==> config.mk <==
export PLATFORM = sky130hd
export DESIGN_NAME = dirty_rect_merge_table_flat
export DESIGN_NICKNAME = d
export VERILOG_FILES = /design/src/rtl/drm_pkg.sv /design/src/rtl/drm_if.sv /design/src/rtl/drm_ram.sv /design/src/rtl/drm_box.sv /design/src/rtl/drm_apb.sv /design/src/rtl/dirty_rect_merge_table.sv /design/src/flat_wrapper.sv
export SDC_FILE = /design/constraint.sdc
export NUM_CORES = 2
export LEC_CHECK = 0
export BUFFER_PORTS_ARGS = -buffer_cell sky130_fd_sc_hd__buf_2
export CORE_UTILIZATION = 50
export CTS_CLUSTER_DIAMETER = 40
export CTS_CLUSTER_SIZE = 10
export DETAILED_ROUTE_END_ITERATION = 8
export PLACE_DENSITY = 0.67
export SLEW_MARGIN = 25
export SYNTH_ARGS = -nofsm -noshare
export SYNTH_HDL_FRONTEND = slang
export SYNTH_SLANG_ARGS = --single-unit
==> constraint.sdc <==
create_clock -name clk -period 15.21 [get_ports clk]
set_clock_uncertainty 0.15 [all_clocks]
set_input_delay 1.521 -clock clk [delete_from_list [all_inputs] [get_ports clk]]
set_output_delay 1.521 -clock clk [all_outputs]
set_load 0.02 [all_outputs]
==> src/rtl/drm_pkg.sv <==
// Package for the dirty rectangle merge table: widths, codes and shared types.
package drm_pkg;

	// Field widths
	localparam int COORD_W   = 15;
	localparam int RECT_IN_W = 16;
	localparam int ENTRY_W   = 3;
	localparam int CNT_OUT_W = 4;
	localparam int OUTC_W    = 3;

	// Table depth default
	localparam int MAX_REGIONS_DEF = 8;

	// Configuration port
	localparam int APB_AW = 4;
	localparam int APB_DW = 32;

	localparam logic [1:0] REG_ENABLE = 2'd0;
	localparam logic [1:0] REG_WIDTH  = 2'd1;
	localparam logic [1:0] REG_HEIGHT = 2'd2;

	localparam logic [COORD_W-1:0] WIDTH_RST  = 15'd480;
	localparam logic [COORD_W-1:0] HEIGHT_RST = 15'd480;

	// Action codes
	localparam logic [1:0] ACT_MARK  = 2'd0;
	localparam logic [1:0] ACT_CLEAR = 2'd1;
	localparam logic [1:0] ACT_READ  = 2'd2;

	// Mark outcome codes
	localparam logic [OUTC_W-1:0] OUT_NONE     = 3'd0;
	localparam logic [OUTC_W-1:0] OUT_MERGED   = 3'd1;
	localparam logic [OUTC_W-1:0] OUT_APPENDED = 3'd2;
	localparam logic [OUTC_W-1:0] OUT_OVERFLOW = 3'd3;
	localparam logic [OUTC_W-1:0] OUT_DISABLED = 3'd4;

	// One stored rectangle, inclusive corners, already clipped
	typedef struct packed {
		logic [COORD_W-1:0] l;
		logic [COORD_W-1:0] t;
		logic [COORD_W-1:0] r;
		logic [COORD_W-1:0] b;
	} box_t;

	// Configuration register set
	typedef struct packed {
		logic               enable;
		logic [COORD_W-1:0] disp_width;
		logic [COORD_W-1:0] disp_height;
	} cfg_t;

endpackage

==> src/rtl/drm_if.sv <==
// Handshake channels for the dirty rectangle merge table: command beats and result beats.
interface drm_item_if
	import drm_pkg::*;
();
	logic                        valid;
	logic                        ready;
	logic [1:0]                  action;
	logic signed [RECT_IN_W-1:0] rect_left;
	logic signed [RECT_IN_W-1:0] rect_top;
	logic signed [RECT_IN_W-1:0] rect_right;
	logic signed [RECT_IN_W-1:0] rect_bottom;
	logic [ENTRY_W-1:0]          entry_index;

	modport source (
		output valid, action, rect_left, rect_top, rect_right, rect_bottom, entry_index,
		input  ready
	);
	modport sink (
		input  valid, action, rect_left, rect_top, rect_right, rect_bottom, entry_index,
		output ready
	);
endinterface

interface drm_result_if
	import drm_pkg::*;
();
	logic                 valid;
	logic                 ready;
	logic                 refresh_request;
	logic                 redraw_all;
	logic [CNT_OUT_W-1:0] region_count;
	logic [OUTC_W-1:0]    mark_outcome;
	logic [COORD_W-1:0]   out_left;
	logic [COORD_W-1:0]   out_top;
	logic [COORD_W-1:0]   out_right;
	logic [COORD_W-1:0]   out_bottom;
	logic                 out_valid;

	modport source (
		output valid, refresh_request, redraw_all, region_count, mark_outcome,
		       out_left, out_top, out_right, out_bottom, out_valid,
		input  ready
	);
	modport sink (
		input  valid, refresh_request, redraw_all, region_count, mark_outcome,
		       out_left, out_top, out_right, out_bottom, out_valid,
		output ready
	);
endinterface

==> src/rtl/drm_ram.sv <==
// Generic single-write, single-read RAM with registered read data.
module drm_ram #(
	parameter int WIDTH = 60,
	parameter int DEPTH = 8,
	localparam int AW   = (DEPTH > 1) ? $clog2(DEPTH) : 1
) (
	input  logic             clk,
	input  logic             we,
	input  logic [AW-1:0]    waddr,
	input  logic [WIDTH-1:0] wdata,
	input  logic [AW-1:0]    raddr,
	output logic [WIDTH-1:0] rdata
);

	logic [WIDTH-1:0] mem [DEPTH];
	logic [WIDTH-1:0] rdata_q;

	// Write port and registered read port
	always_ff @(posedge clk) begin
		if (we) begin
			mem[waddr] <= wdata;
		end
		rdata_q <= mem[raddr];
	end

	assign rdata = rdata_q;

endmodule

==> src/rtl/drm_box.sv <==
// Shared rectangle unit: touch test and bounding-box merge of two rectangles.
module drm_box
	import drm_pkg::*;
(
	input  box_t a,
	input  box_t b,
	output logic touch,
	output box_t merged
);

	logic [COORD_W:0] a_r1, a_b1, b_r1, b_b1;

	// Edges grown by one pixel so that a zero gap counts as touching
	assign a_r1 = {1'b0, a.r} + (COORD_W+1)'(1);
	assign a_b1 = {1'b0, a.b} + (COORD_W+1)'(1);
	assign b_r1 = {1'b0, b.r} + (COORD_W+1)'(1);
	assign b_b1 = {1'b0, b.b} + (COORD_W+1)'(1);

	assign touch = !((a_r1 < {1'b0, b.l}) || ({1'b0, a.l} > b_r1) ||
	                 (a_b1 < {1'b0, b.t}) || ({1'b0, a.t} > b_b1));

	// Bounding box
	always_comb begin
		merged.l = (a.l < b.l) ? a.l : b.l;
		merged.t = (a.t < b.t) ? a.t : b.t;
		merged.r = (a.r > b.r) ? a.r : b.r;
		merged.b = (a.b > b.b) ? a.b : b.b;
	end

endmodule

==> src/rtl/drm_apb.sv <==
// APB configuration registers: enable and screen size used for clipping.
module drm_apb
	import drm_pkg::*;
(
	input  logic              clk,
	input  logic              arst_n,
	input  logic              psel,
	input  logic              penable,
	input  logic              pwrite,
	input  logic [APB_AW-1:0] paddr,
	input  logic [APB_DW-1:0] pwdata,
	output logic [APB_DW-1:0] prdata,
	output logic              pready,
	output cfg_t              cfg
);

	logic               enable_q;
	logic [COORD_W-1:0] width_q;
	logic [COORD_W-1:0] height_q;
	logic               wr_en;

	assign pready = 1'b1;
	assign wr_en  = psel && penable && pwrite;

	// Register writes
	always_ff @(posedge clk or negedge arst_n) begin
		if (!arst_n) begin
			enable_q <= 1'b1;
			width_q  <= WIDTH_RST;
			height_q <= HEIGHT_RST;
		end else if (wr_en) begin
			unique case (paddr[3:2])
				REG_ENABLE: enable_q <= pwdata[0];
				REG_WIDTH:  width_q  <= pwdata[COORD_W-1:0];
				REG_HEIGHT: height_q <= pwdata[COORD_W-1:0];
				default:    ;
			endcase
		end
	end

	// Read-back
	always_comb begin
		unique case (paddr[3:2])
			REG_ENABLE: prdata = {{(APB_DW-1){1'b0}}, enable_q};
			REG_WIDTH:  prdata = {{(APB_DW-COORD_W){1'b0}}, width_q};
			REG_HEIGHT: prdata = {{(APB_DW-COORD_W){1'b0}}, height_q};
			default:    prdata = '0;
		endcase
	end

	assign cfg.enable      = enable_q;
	assign cfg.disp_width  = width_q;
	assign cfg.disp_height = height_q;

endmodule

==> src/rtl/dirty_rect_merge_table.sv <==
// Dirty rectangle merge table top: sequencer, table RAM, shared rectangle unit, config.
// An on-screen mark into a non-empty table scans the stored entries in order, one table
// entry per cycle through one RAM read port and one touch/merge unit, stopping at the
// first entry that it touches.
// One command at a time; the next is taken the cycle after its result is registered.
// Reset: count and full-refresh flag cleared, enable=1, screen 480x480; table unset.
module dirty_rect_merge_table
	import drm_pkg::*;
#(
	parameter int MAX_REGIONS = MAX_REGIONS_DEF
) (
	input  logic              clk,
	input  logic              arst_n,
	drm_item_if.sink          item,
	drm_result_if.source      result,
	input  logic              psel,
	input  logic              penable,
	input  logic              pwrite,
	input  logic [APB_AW-1:0] paddr,
	input  logic [APB_DW-1:0] pwdata,
	output logic [APB_DW-1:0] prdata,
	output logic              pready
);

	localparam int CNT_W = $clog2(MAX_REGIONS + 1);
	localparam int IDX_W = (MAX_REGIONS > 1) ? $clog2(MAX_REGIONS) : 1;
	localparam int XW    = (CNT_W > ENTRY_W) ? CNT_W : ENTRY_W;
	localparam int SW    = COORD_W + 2;

	typedef enum logic [2:0] {
		S_IDLE,
		S_CLIP,
		S_SCAN,
		S_READ,
		S_DONE
	} state_t;

	cfg_t cfg;

	state_t                      state_q;
	logic signed [RECT_IN_W-1:0] rect_l_q, rect_t_q, rect_r_q, rect_b_q;
	box_t                        clip_q;
	logic [IDX_W-1:0]            scan_q;
	logic [CNT_W-1:0]            count_q;
	logic                        full_q;

	// Result staging
	logic                        res_req_q;
	logic [OUTC_W-1:0]           res_outcome_q;
	logic                        res_bvalid_q;
	box_t                        res_box_q;

	// Output register
	logic                        o_vld_q;
	logic                        o_req_q;
	logic                        o_full_q;
	logic [CNT_OUT_W-1:0]        o_cnt_q;
	logic [OUTC_W-1:0]           o_outcome_q;
	logic                        o_bvalid_q;
	box_t                        o_box_q;

	// Clipping
	logic signed [SW-1:0] w_m1, h_m1, r_ext, b_ext, c_r, c_b;
	logic [COORD_W-1:0]   c_l, c_t;
	logic                 clip_ok;
	box_t                 clip_c;

	// Table access
	logic                 ram_we;
	logic [IDX_W-1:0]     ram_waddr, ram_raddr;
	box_t                 ram_wdata;
	logic [$bits(box_t)-1:0] ram_rdata;
	box_t                 entry_rd;
	logic                 touch;
	box_t                 merged;
	logic                 scan_last;
	logic                 tbl_full;
	logic                 rd_hit;

	drm_apb u_apb (
		.clk     (clk),
		.arst_n  (arst_n),
		.psel    (psel),
		.penable (penable),
		.pwrite  (pwrite),
		.paddr   (paddr),
		.pwdata  (pwdata),
		.prdata  (prdata),
		.pready  (pready),
		.cfg     (cfg)
	);

	// Clip the latched rectangle to the screen
	always_comb begin
		w_m1  = $signed({2'b00, cfg.disp_width}) - SW'(1);
		h_m1  = $signed({2'b00, cfg.disp_height}) - SW'(1);
		r_ext = SW'(rect_r_q);
		b_ext = SW'(rect_b_q);
		c_l   = rect_l_q[RECT_IN_W-1] ? '0 : rect_l_q[COORD_W-1:0];
		c_t   = rect_t_q[RECT_IN_W-1] ? '0 : rect_t_q[COORD_W-1:0];
		c_r   = (r_ext < w_m1) ? r_ext : w_m1;
		c_b   = (b_ext < h_m1) ? b_ext : h_m1;
		clip_ok = ($signed({2'b00, c_l}) <= c_r) && ($signed({2'b00, c_t}) <= c_b);
		clip_c.l = c_l;
		clip_c.t = c_t;
		clip_c.r = c_r[COORD_W-1:0];
		clip_c.b = c_b[COORD_W-1:0];
	end

	assign entry_rd  = box_t'(ram_rdata);
	assign scan_last = (CNT_W'(scan_q) + CNT_W'(1)) == count_q;
	assign tbl_full  = count_q == CNT_W'(MAX_REGIONS);
	assign rd_hit    = XW'(item.entry_index) < XW'(count_q);

	drm_box u_box (
		.a      (clip_q),
		.b      (entry_rd),
		.touch  (touch),
		.merged (merged)
	);

	// Table RAM control
	always_comb begin
		ram_we    = 1'b0;
		ram_waddr = '0;
		ram_wdata = clip_c;
		ram_raddr = '0;
		unique case (state_q)
			S_IDLE: ram_raddr = IDX_W'(item.entry_index);
			S_CLIP: begin
				ram_raddr = '0;
				if (clip_ok && (count_q == '0)) begin
					ram_we = 1'b1;
				end
			end
			S_SCAN: begin
				ram_raddr = scan_q + IDX_W'(1);
				if (touch) begin
					ram_we    = 1'b1;
					ram_waddr = scan_q;
					ram_wdata = merged;
				end else if (scan_last && !tbl_full) begin
					ram_we    = 1'b1;
					ram_waddr = count_q[IDX_W-1:0];
					ram_wdata = clip_q;
				end
			end
			default: ram_raddr = '0;
		endcase
	end

	drm_ram #(
		.WIDTH ($bits(box_t)),
		.DEPTH (MAX_REGIONS)
	) u_ram (
		.clk   (clk),
		.we    (ram_we),
		.waddr (ram_waddr),
		.wdata (ram_wdata),
		.raddr (ram_raddr),
		.rdata (ram_rdata)
	);

	// Sequencer and registered outputs
	always_ff @(posedge clk or negedge arst_n) begin
		if (!arst_n) begin
			state_q       <= S_IDLE;
			rect_l_q      <= '0;
			rect_t_q      <= '0;
			rect_r_q      <= '0;
			rect_b_q      <= '0;
			clip_q        <= '0;
			scan_q        <= '0;
			count_q       <= '0;
			full_q        <= 1'b0;
			res_req_q     <= 1'b0;
			res_outcome_q <= OUT_NONE;
			res_bvalid_q  <= 1'b0;
			res_box_q     <= '0;
			o_vld_q       <= 1'b0;
			o_req_q       <= 1'b0;
			o_full_q      <= 1'b0;
			o_cnt_q       <= '0;
			o_outcome_q   <= OUT_NONE;
			o_bvalid_q    <= 1'b0;
			o_box_q       <= '0;
		end else begin
			// a result register reloaded in S_DONE stays valid
			if (result.valid && result.ready && (state_q != S_DONE)) begin
				o_vld_q <= 1'b0;
			end
			unique case (state_q)
				S_IDLE: begin
					if (item.valid) begin
						rect_l_q      <= item.rect_left;
						rect_t_q      <= item.rect_top;
						rect_r_q      <= item.rect_right;
						rect_b_q      <= item.rect_bottom;
						res_req_q     <= (item.action == ACT_MARK) && !cfg.enable;
						res_outcome_q <= ((item.action == ACT_MARK) && !cfg.enable) ?
						                 OUT_DISABLED : OUT_NONE;
						res_bvalid_q  <= 1'b0;
						res_box_q     <= '0;
						unique case (item.action)
							ACT_MARK: begin
								if (!cfg.enable) begin
									full_q  <= 1'b1;
									count_q <= '0;
									state_q <= S_DONE;
								end else begin
									state_q <= S_CLIP;
								end
							end
							ACT_CLEAR: begin
								count_q <= '0;
								full_q  <= 1'b0;
								state_q <= S_DONE;
							end
							ACT_READ: state_q <= rd_hit ? S_READ : S_DONE;
							default:  state_q <= S_DONE;
						endcase
					end
				end
				S_CLIP: begin
					clip_q <= clip_c;
					scan_q <= '0;
					if (!clip_ok) begin
						state_q <= S_DONE;
					end else if (count_q == '0) begin
						// empty table: append straight away
						count_q       <= count_q + CNT_W'(1);
						res_req_q     <= 1'b1;
						res_outcome_q <= OUT_APPENDED;
						res_bvalid_q  <= 1'b1;
						res_box_q     <= clip_c;
						state_q       <= S_DONE;
					end else begin
						state_q <= S_SCAN;
					end
				end
				S_SCAN: begin
					if (touch) begin
						res_req_q     <= 1'b1;
						res_outcome_q <= OUT_MERGED;
						res_bvalid_q  <= 1'b1;
						res_box_q     <= merged;
						state_q       <= S_DONE;
					end else if (scan_last) begin
						res_req_q <= 1'b1;
						if (tbl_full) begin
							full_q        <= 1'b1;
							res_outcome_q <= OUT_OVERFLOW;
						end else begin
							count_q       <= count_q + CNT_W'(1);
							res_outcome_q <= OUT_APPENDED;
							res_bvalid_q  <= 1'b1;
							res_box_q     <= clip_q;
						end
						state_q <= S_DONE;
					end else begin
						scan_q <= scan_q + IDX_W'(1);
					end
				end
				S_READ: begin
					res_bvalid_q <= 1'b1;
					res_box_q    <= entry_rd;
					state_q      <= S_DONE;
				end
				S_DONE: begin
					if (!o_vld_q || result.ready) begin
						o_vld_q     <= 1'b1;
						o_req_q     <= res_req_q;
						o_full_q    <= full_q;
						o_cnt_q     <= CNT_OUT_W'(count_q);
						o_outcome_q <= res_outcome_q;
						o_bvalid_q  <= res_bvalid_q;
						o_box_q     <= res_box_q;
						state_q     <= S_IDLE;
					end
				end
				default: state_q <= S_IDLE;
			endcase
		end
	end

	assign item.ready = (state_q == S_IDLE);

	assign result.valid           = o_vld_q;
	assign result.refresh_request = o_req_q;
	assign result.redraw_all      = o_full_q;
	assign result.region_count    = o_cnt_q;
	assign result.mark_outcome    = o_outcome_q;
	assign result.out_left        = o_box_q.l;
	assign result.out_top         = o_box_q.t;
	assign result.out_right       = o_box_q.r;
	assign result.out_bottom      = o_box_q.b;
	assign result.out_valid       = o_bvalid_q;

	// Checks
	a_count_bound: assert property (@(posedge clk) disable iff (!arst_n)
		count_q <= CNT_W'(MAX_REGIONS))
		else $error("stored count beyond table depth");

	a_busy_after_accept: assert property (@(posedge clk) disable iff (!arst_n)
		item.valid && item.ready |=> state_q != S_IDLE)
		else $error("sequencer idle right after a command beat");

	a_zero_unused_rect: assert property (@(posedge clk) disable iff (!arst_n)
		result.valid && !result.out_valid |->
		(result.out_left == '0) && (result.out_top == '0) &&
		(result.out_right == '0) && (result.out_bottom == '0))
		else $error("rectangle fields not zero on a beat without a rectangle");

	a_outcome_flags: assert property (@(posedge clk) disable iff (!arst_n)
		result.valid && ((result.mark_outcome == OUT_OVERFLOW) ||
		(result.mark_outcome == OUT_DISABLED)) |->
		result.redraw_all && result.refresh_request && !result.out_valid)
		else $error("overflow or disabled mark without full refresh");

endmodule

==> src/flat_wrapper.sv <==
// flat-port wrapper written by rule: the top's interface ports become plain ports
module dirty_rect_merge_table_flat import drm_pkg::*;
#(
	parameter int MAX_REGIONS = MAX_REGIONS_DEF
)
  (clk, arst_n, psel, penable, pwrite, paddr, pwdata, prdata, pready, item_valid, item_action, item_rect_left, item_rect_top, item_rect_right, item_rect_bottom, item_entry_index, item_ready, result_valid, result_refresh_request, result_redraw_all, result_region_count, result_mark_outcome, result_out_left, result_out_top, result_out_right, result_out_bottom, result_out_valid, result_ready);
  drm_item_if item_i ();
  drm_result_if result_i ();
  input  logic clk;
  input  logic arst_n;
  input  logic psel;
  input  logic penable;
  input  logic pwrite;
  input  logic [APB_AW-1:0] paddr;
  input  logic [APB_DW-1:0] pwdata;
  output logic [APB_DW-1:0] prdata;
  output logic pready;
  input wire logic [$bits(item_i.valid)-1:0] item_valid;
  input wire logic [$bits(item_i.action)-1:0] item_action;
  input wire logic [$bits(item_i.rect_left)-1:0] item_rect_left;
  input wire logic [$bits(item_i.rect_top)-1:0] item_rect_top;
  input wire logic [$bits(item_i.rect_right)-1:0] item_rect_right;
  input wire logic [$bits(item_i.rect_bottom)-1:0] item_rect_bottom;
  input wire logic [$bits(item_i.entry_index)-1:0] item_entry_index;
  output wire logic [$bits(item_i.ready)-1:0] item_ready;
  output wire logic [$bits(result_i.valid)-1:0] result_valid;
  output wire logic [$bits(result_i.refresh_request)-1:0] result_refresh_request;
  output wire logic [$bits(result_i.redraw_all)-1:0] result_redraw_all;
  output wire logic [$bits(result_i.region_count)-1:0] result_region_count;
  output wire logic [$bits(result_i.mark_outcome)-1:0] result_mark_outcome;
  output wire logic [$bits(result_i.out_left)-1:0] result_out_left;
  output wire logic [$bits(result_i.out_top)-1:0] result_out_top;
  output wire logic [$bits(result_i.out_right)-1:0] result_out_right;
  output wire logic [$bits(result_i.out_bottom)-1:0] result_out_bottom;
  output wire logic [$bits(result_i.out_valid)-1:0] result_out_valid;
  input wire logic [$bits(result_i.ready)-1:0] result_ready;
  assign item_i.valid = item_valid;
  assign item_i.action = item_action;
  assign item_i.rect_left = item_rect_left;
  assign item_i.rect_top = item_rect_top;
  assign item_i.rect_right = item_rect_right;
  assign item_i.rect_bottom = item_rect_bottom;
  assign item_i.entry_index = item_entry_index;
  assign item_ready = item_i.ready;
  assign result_valid = result_i.valid;
  assign result_refresh_request = result_i.refresh_request;
  assign result_redraw_all = result_i.redraw_all;
  assign result_region_count = result_i.region_count;
  assign result_mark_outcome = result_i.mark_outcome;
  assign result_out_left = result_i.out_left;
  assign result_out_top = result_i.out_top;
  assign result_out_right = result_i.out_right;
  assign result_out_bottom = result_i.out_bottom;
  assign result_out_valid = result_i.out_valid;
  assign result_i.ready = result_ready;
  dirty_rect_merge_table #(.MAX_REGIONS(MAX_REGIONS)) u_core (.clk(clk), .arst_n(arst_n), .item(item_i), .result(result_i), .psel(psel), .penable(penable), .pwrite(pwrite), .paddr(paddr), .pwdata(pwdata), .prdata(prdata), .pready(pready));
endmodule
## Yosys cells after proc, flatten, opt, wreduce, memory -nomap -nowiden

Memories as Yosys holds them, arrays and structs flattened. A register that Yosys moved wholly into a read port is not among the register bits.
Index checks and enable logic that the tools add are counted.

- Add/sub/neg operators: 9
- Equal/unequal tests: 24
- Mux-type cells: 80
- Div/mod/pow operators: 0
- Shift-type cells: 0
- Multiply operators: 0
- Reduce and logical (&&, ||, !) cells: 34
- $lt $le $gt $ge: 13
- Bitwise logic cells: 0

Operator list:

| operator | count |
|---|---|
| $mux W60 | 9 |
| $pmux W60 S4 | 1 |
| $mux W15 | 6 |
| $add A15 B1 Y16 const B | 4 |
| $mux W3 | 19 |
| $pmux W15 S3 | 1 |
| $le A16 B17 Y1 | 2 |
| $mux W17 | 2 |
| $gt A15 B16 Y1 | 2 |
| $lt A16 B15 Y1 | 2 |
| $lt A16 B16 Y1 | 2 |
| $sub A15 B1 Y16 const B | 2 |
| $gt A15 B15 Y1 | 2 |
| $lt A15 B15 Y1 | 2 |
| $mux W4 | 7 |
| $mux W1 | 23 |
| $pmux W3 S2 | 3 |
| $pmux W3 S5 | 1 |
| $pmux W4 S3 | 1 |
| $ne A2 B1 Y1 const B | 5 |
| $reduce_and A2 Y1 | 5 |
| $ne A3 B3 Y1 const B | 3 |
| $pmux W3 S3 | 1 |
| $reduce_and A9 Y1 | 1 |
| 31 further kinds | 54 |

- Word-level logic and storage cells: 193
- Bits of input ports: 112
- Latch bits: 0
- ROM bits: 0
- RAM bits: 480
- Register bits: 302
- Memories: 1
- Output and inout bits: 105

Memory list:

| memory | words | bits a word | rd ports | clocked after Yosys merged registers in | wr ports | line | source |
|---|---|---|---|---|---|---|---|
| u_core.u_ram.mem | 8 | 60 | 1 | 1 | 1 | drm_ram.sv:15 | `logic [WIDTH-1:0] mem [DEPTH];` |

## Logic depth before layout (Yosys ltp)

- Depth in word-level cells: 10
- Gate-level depth with buffers: 26
- Mapped depth without buffers: 23

## By module

A second synthesis with hierarchy kept.

- Cells, all modules: 3102
- Area, all modules: 41084.4 um^2

By module, submodules not included:

| module | cells an instance | seq. area each (um^2) | times used | area an instance (um^2) |
|---|---|---|---|---|
| drm_ram | 766 | 15615.0 | 1 | 19407.4 |
| dirty_rect_merge_table | 1658 | 6781.5 | 1 | 15662.5 |
| drm_box | 568 | 0.0 | 1 | 4443.0 |
| drm_apb | 110 | 787.0 | 1 | 1571.5 |

## Worst setup path before layout

OpenSTA, ideal clock, no wires.

- Path type: register to register
- From: register u_core.u_apb.width_q[4]
- To: memory u_core.u_ram.mem[0][0] (enable)
- Period minus slack after synthesis: 11949 ps
- Slack: 3261 ps
- Data required time: 14434 ps
- Arrival time: 11173 ps
- Path buffers: 1
- Library setup time: 626 ps
- Cell stages (with the launch flop): 24
- Path through: dfrtp_1 > nor4_4 > nand3_1 > or4_1 > nor3_1 > inv_1 > ha_1 > nand2_1 > nor2_1 > nand2_1 > o41ai_1 > mux2_2 > buf_4 > mux2_2 > ha_1 > a211o_1 > a21oi_1 > o21ai_0 > or4_1 > a31o_2 > nor4_1 > mux2_2 > a21oi_1 > nor4_1

- Word-level cells in the longest chain between the ends: 10

Ends and longest elaborated chain:

| element | line | source |
|---|---|---|
| from (decl) | drm_apb.sv:18 | `logic [COORD_W-1:0] width_q;` |
| from (signal assigned) | drm_apb.sv:34 | `REG_WIDTH: width_q <= pwdata[COORD_W-1:0];` |
| $sub A15 B1 Y16 (*) | dirty_rect_merge_table.sv:95 | `w_m1 = $signed({2'b00, cfg.disp_width}) - SW'(1);` |
| $lt A16 B16 Y1 | dirty_rect_merge_table.sv:101 | `c_r = (r_ext < w_m1) ? r_ext : w_m1;` |
| $mux W17 (*) | dirty_rect_merge_table.sv:101 |  |
| $le A16 B17 Y1 (*) | dirty_rect_merge_table.sv:103 | `clip_ok = ($signed({2'b00, c_l}) <= c_r) && ($signed({2'b00, c_t}) <= c_b);` |
| $logic_and A1 B1 Y1 (*) | dirty_rect_merge_table.sv:103 |  |
| $logic_and A1 B1 Y1 (*) | dirty_rect_merge_table.sv:132 | `if (clip_ok && (count_q == '0)) begin` |
| $mux W1 (*) | dirty_rect_merge_table.sv:132 |  |
| $pmux W1 S2 (*) | dirty_rect_merge_table.sv:128 | `unique case (state_q)` |
| $mux W1 (*) | drm_ram.sv:20 | `if (we) begin` |
| $mux W1 (implied by the code) (*) | drm_ram.sv:21 | `mem[waddr] <= wdata;` |
| to (decl) | drm_ram.sv:15 |  |

Mark *: on every way between the ends. The rest lies on a longest branch, timed or not.

## Worst setup path in the final report

- From: register u_core.u_apb.height_q[2]
- To: memory u_core.u_ram.mem[0][6] (enable)

- Word-level cells in the longest chain between the ends: 10

Ends and longest elaborated chain:

| element | line | source |
|---|---|---|
| from (decl) | drm_apb.sv:19 | `logic [COORD_W-1:0] height_q;` |
| from (signal assigned) | drm_apb.sv:35 | `REG_HEIGHT: height_q <= pwdata[COORD_W-1:0];` |
| $sub A15 B1 Y16 (*) | dirty_rect_merge_table.sv:96 | `h_m1 = $signed({2'b00, cfg.disp_height}) - SW'(1);` |
| $lt A16 B16 Y1 | dirty_rect_merge_table.sv:102 | `c_b = (b_ext < h_m1) ? b_ext : h_m1;` |
| $mux W17 (*) | dirty_rect_merge_table.sv:102 |  |
| $le A16 B17 Y1 (*) | dirty_rect_merge_table.sv:103 |  |
| $logic_and A1 B1 Y1 (*) | dirty_rect_merge_table.sv:103 |  |
| $logic_and A1 B1 Y1 (*) | dirty_rect_merge_table.sv:132 |  |
| $mux W1 (*) | dirty_rect_merge_table.sv:132 |  |
| $pmux W1 S2 (*) | dirty_rect_merge_table.sv:128 |  |
| $mux W1 (*) | drm_ram.sv:20 |  |
| $mux W1 (implied by the code) (*) | drm_ram.sv:21 |  |

Marks and branches as above.

==> impl_results.md <==
- Status: finished clean
- Post-layout nets: just over 4000
- Sequential-to-total area share from yosys stat: between 50 and 60%
- Post-synthesis mux area share: 7.183%
- Clock power frac: between 20% and 30%
- Die ar.: a little over 80000 um2
- WP data arrival: roughly 8.6 ns
- TritonCTS clock tree: built
- Clock buffer depth: 3
- Switching Fraction: roughly two fifths
- Root Buffer: clkbuf_16
- P per Cell Area: around 220 nW/um2
- Async set or reset register ratio after synthesis: between 30% and 40%
- Hpwl dp: about 74 mm
- Gr ovfl total: 0
- Die width: approximately 290 um
- Gate power share: a little under two fifths
- Initial Util: between 50 and 60%
- Combinational family with the most area after synthesis: simple AND/OR/NAND/NOR gates
- PnR Total Power: around 10 mW
- Simple-gate share of the synthesized area: approximately 14%
- Routed wire per std cell: roughly 23 um
- Cell accounting for the most synthesized area: edfxtp_1
- Final RePlAce weighted congestion: approximately 1
- Vias in the first global route: ~28000
- First-pass GRT wire length: between 150 and 200 mm
- Hold Crit Class: reg -> reg
- Post-synthesis adder-cell area fraction: roughly 5.8%
- Final setup violation count: 0
- Clock-pin slew on the worst setup and hold paths: roughly 0.060 ns
- Slew HR: between 20% and 30%
- Via/cell ratio: ~5.9
- Syn_area_per_cell: between 10 and 15 um2
- Slew at the pin with the worst max-slew slack: 1.085 ns
- Initial antenna violation count: 3
- Post-synth EDFFs: 480
- Slew Limit Fails: 0
- First DRT Iteration DRCs: between 3000 and 4000
- Post-CTS setup buffers: 0
- Top cells by area, synth: edfxtp_1 (36%), dfrtp_1 (18%), nand2_1 (6.3%), ha_1 (5.7%), mux2_2 (4.5%)
- Max-cap violations: 0
- VDD IR max: ~0.13 mV
- Crit-path max FO: 33
- Unrepaired setup endpoints after global routing: false
- PortBufs: about 180
- Sink Count: between 800 and 900
- Yosys reg bits: ~840
- First-pass DRT Iterations: 6
- Hold-fix buffers, CTS: 0
- Tmin final: around 8.5 ns
- Proportion of layout cells with a drive suffix above 1: 17.08%
- Synth Cell Area: slightly above 40000 um2
- Fmax: 117.7 MHz
- Count leader, synth: nand2_1
- Vias: ~29000
- Clock buffer count from CTS: between 100 and 150
- Sequential share of power: about 37%
- CTS resizes: 0
- Compound-Gate Fraction of Synth Area: under 10%
- Endpoints failing hold: 0
- Leakage: 19.44 nW
- Die height: ~290 um
- Final wirelength: about 110 mm
- Internal: between 6 and 7 mW
- Most common flop cell mapped by yosys: edfxtp_1
- # H-tree levels: 3
- I/O Pins: between 200 and 250
- Ys Warns: 0
- Critical setup path kind: reg -> reg
- Worst setup EP type: flop
- Syn Inst Count: ~3600
- Most frequent cells after synthesis: nand2_1 (678), edfxtp_1 (480), nand3_1 (353), dfrtp_1 (293), o21ai_0 (191)
- Core footprint: roughly 80000 um2
- Yosys top cell area share: approximately 36%
- Critical path launch point type: flop
- XOR/XNOR share of the synthesized area: 1.797%
- Largest net degree at the start of global routing: 103
- Clock latency on the worst-skew pair: 0.69 ns
- Setup TNS: 0 ns
- FP Rows: 103
- Period utilisation layout: between 50% and 60%
- Post-route antenna net violation count: 0
- Area growth syn-to-layout: 14.03%
- GRT Util Overall: 27.34%
- CP Data Required Time: between 15 and 20 ns
- Synth cell types: 76
- Drt drc: 0
- Psw: between 3 and 4 mW
-- registers in the layout, summed over array words and instances (netlist names), 4 cells and up --
register                    flops
u_core.res_box_q               60
u_core.result.out_top          15
u_core.rect_l_q                16
u_core.result.out_bottom       15
u_core.u_ram.rdata             60
u_core.u_apb.height_q          15
u_core.u_ram.mem              480
u_core.u_apb.width_q           15
u_core.clip_q                  60
u_core.result.out_left         15
u_core.result.region_count      4
u_core.rect_r_q                16
u_core.result.out_right        15
u_core.count_q                  4
u_core.rect_t_q                16
u_core.rect_b_q                16
-- metal layers --
| metal | vias up | part of all wire [%] | global-route usage, % |
|---|---|---|---|
| met5 | - | 0.030 | 0 |
| met4 | 4 | 1.8 | 6.604 |
| met3 | 151 | 9.7 | 5.342 |
| met2 | 1302 | 45 | 41.76 |
| met1 | 14356 | 44 | 40.12 |
| li1 | 13398 | - | - |
-- kinds of logic after synthesis --
logic type                 count (synthesis)
AOI/OAI and AO/OA                        606
xor gates and xnor gates                  83
adders and majority gates                186
buffers and inverters                    358
DFF                                      842
muxes                                    247
other                                      2
and+or+nand+nor                         1297
-- power by group through the flow --
stage          Combinational (mW)  Clock [mW]  Sequential [mW]
2_1_floorplan                2.60           0             3.46
3_3_place_gp                 3.65           0             3.67
6_report                     3.78        2.59             3.67
3_5_place_dp                 3.71           0             3.68
4_1_cts                      3.74        2.63             3.64
5_1_grt                      4.17        2.73             3.70
-- worst max-delay path: stages, from the launching register on --
cell and delay (ns):
dfrtp_1 0.48, nor4_1 0.36, nor4b_1 0.67, nand2_1 0.19
nor3_1 0.26, inv_1 0.08, ha_1 0.32, and4_1 0.19
o21ai_0 0.10, o32ai_2 0.77, buf_4 0.32, mux2_2 0.40
ha_1 0.33, a211oi_1 0.25, o211ai_1 0.14, or3_1 0.32
o211a_1 0.30, a31o_2 0.28, nor4_1 0.37, mux2_2 0.37
a21oi_1 0.12, nor4_2 0.17, buf_4 0.51, buf_4 0.63
-- worst paths after layout --
kind,startpoint,to,slack (ns),depth (start not counted)
setup / recovery,u_core.u_apb.height_q[2],u_core.u_ram.mem[0][6],6.71,23
hold / removal,u_core.result.region_count[0],u_core.result.region_count[0],0.33,2
setup reg to reg,u_core.u_apb.height_q[2],u_core.u_ram.mem[0][6],6.71,23
hold reg to reg,u_core.result.region_count[0],u_core.result.region_count[0],0.33,2
max in group asynchronous,arst_n,u_core.clip_q[24],12.02,3
min in group asynchronous,arst_n,u_core.result.out_bottom[6],0.75,1
-- placed cells by master, fill, tap and decap left out, types with 15 or more instances in the layout --
master	count
nand4_1	31
mux2_4	45
buf_2	178
a22oi_1	89
clkbuf_16	116
inv_1	132
o21ai_0	191
conb_1	18
nand2b_1	37
clkbuf_8	15
dfxtp_1	60
a21o_1	57
mux2i_1	40
o32a_1	15
ha_1	185
a221o_1	28
a22o_1	21
xnor2_1	61
clkbuf_1	42
nand3_1	351
nand2_1	676
o22ai_1	58
nor3_1	21
a21oi_1	62
dfrtp_1	293
nor2_1	83
buf_4	51
mux2_2	160
xor2_1	22
edfxtp_1	480
-- final cells by class --
cell class                 count  area (um2)
clock buffer                 173        3267
multi-input combinational   2437       16020
inverter                     134       503.0
sequential                   842       23180
tap                         1050        1314
fill                        6486       33400
timing repair buffer         232        1328
clock inverter                41       493.0
antenna                        3       7.507
-- metrics by stage --
| step | worst slack (ns) | utilization, % | hold WS [ns] | cells | area (um2) |
|---|---|---|---|---|---|
| floorplan | 3.261 | - | 0.3100 | 3637 | 40510 |
| global placement | 6.875 | 53.20 | 0.3062 | 4694 | 42300 |
| detailed placement | 6.781 | 53.25 | 0.3166 | 4695 | 42340 |
| CTS | 6.769 | 57.98 | 0.3292 | 4909 | 46100 |
| global route | 6.008 | 57.99 | 0.3572 | 4909 | 46110 |
| finish | 6.715 | 58.00 | 0.3262 | 4912 | 46120 |
Power figures use the tool's default switching activity.
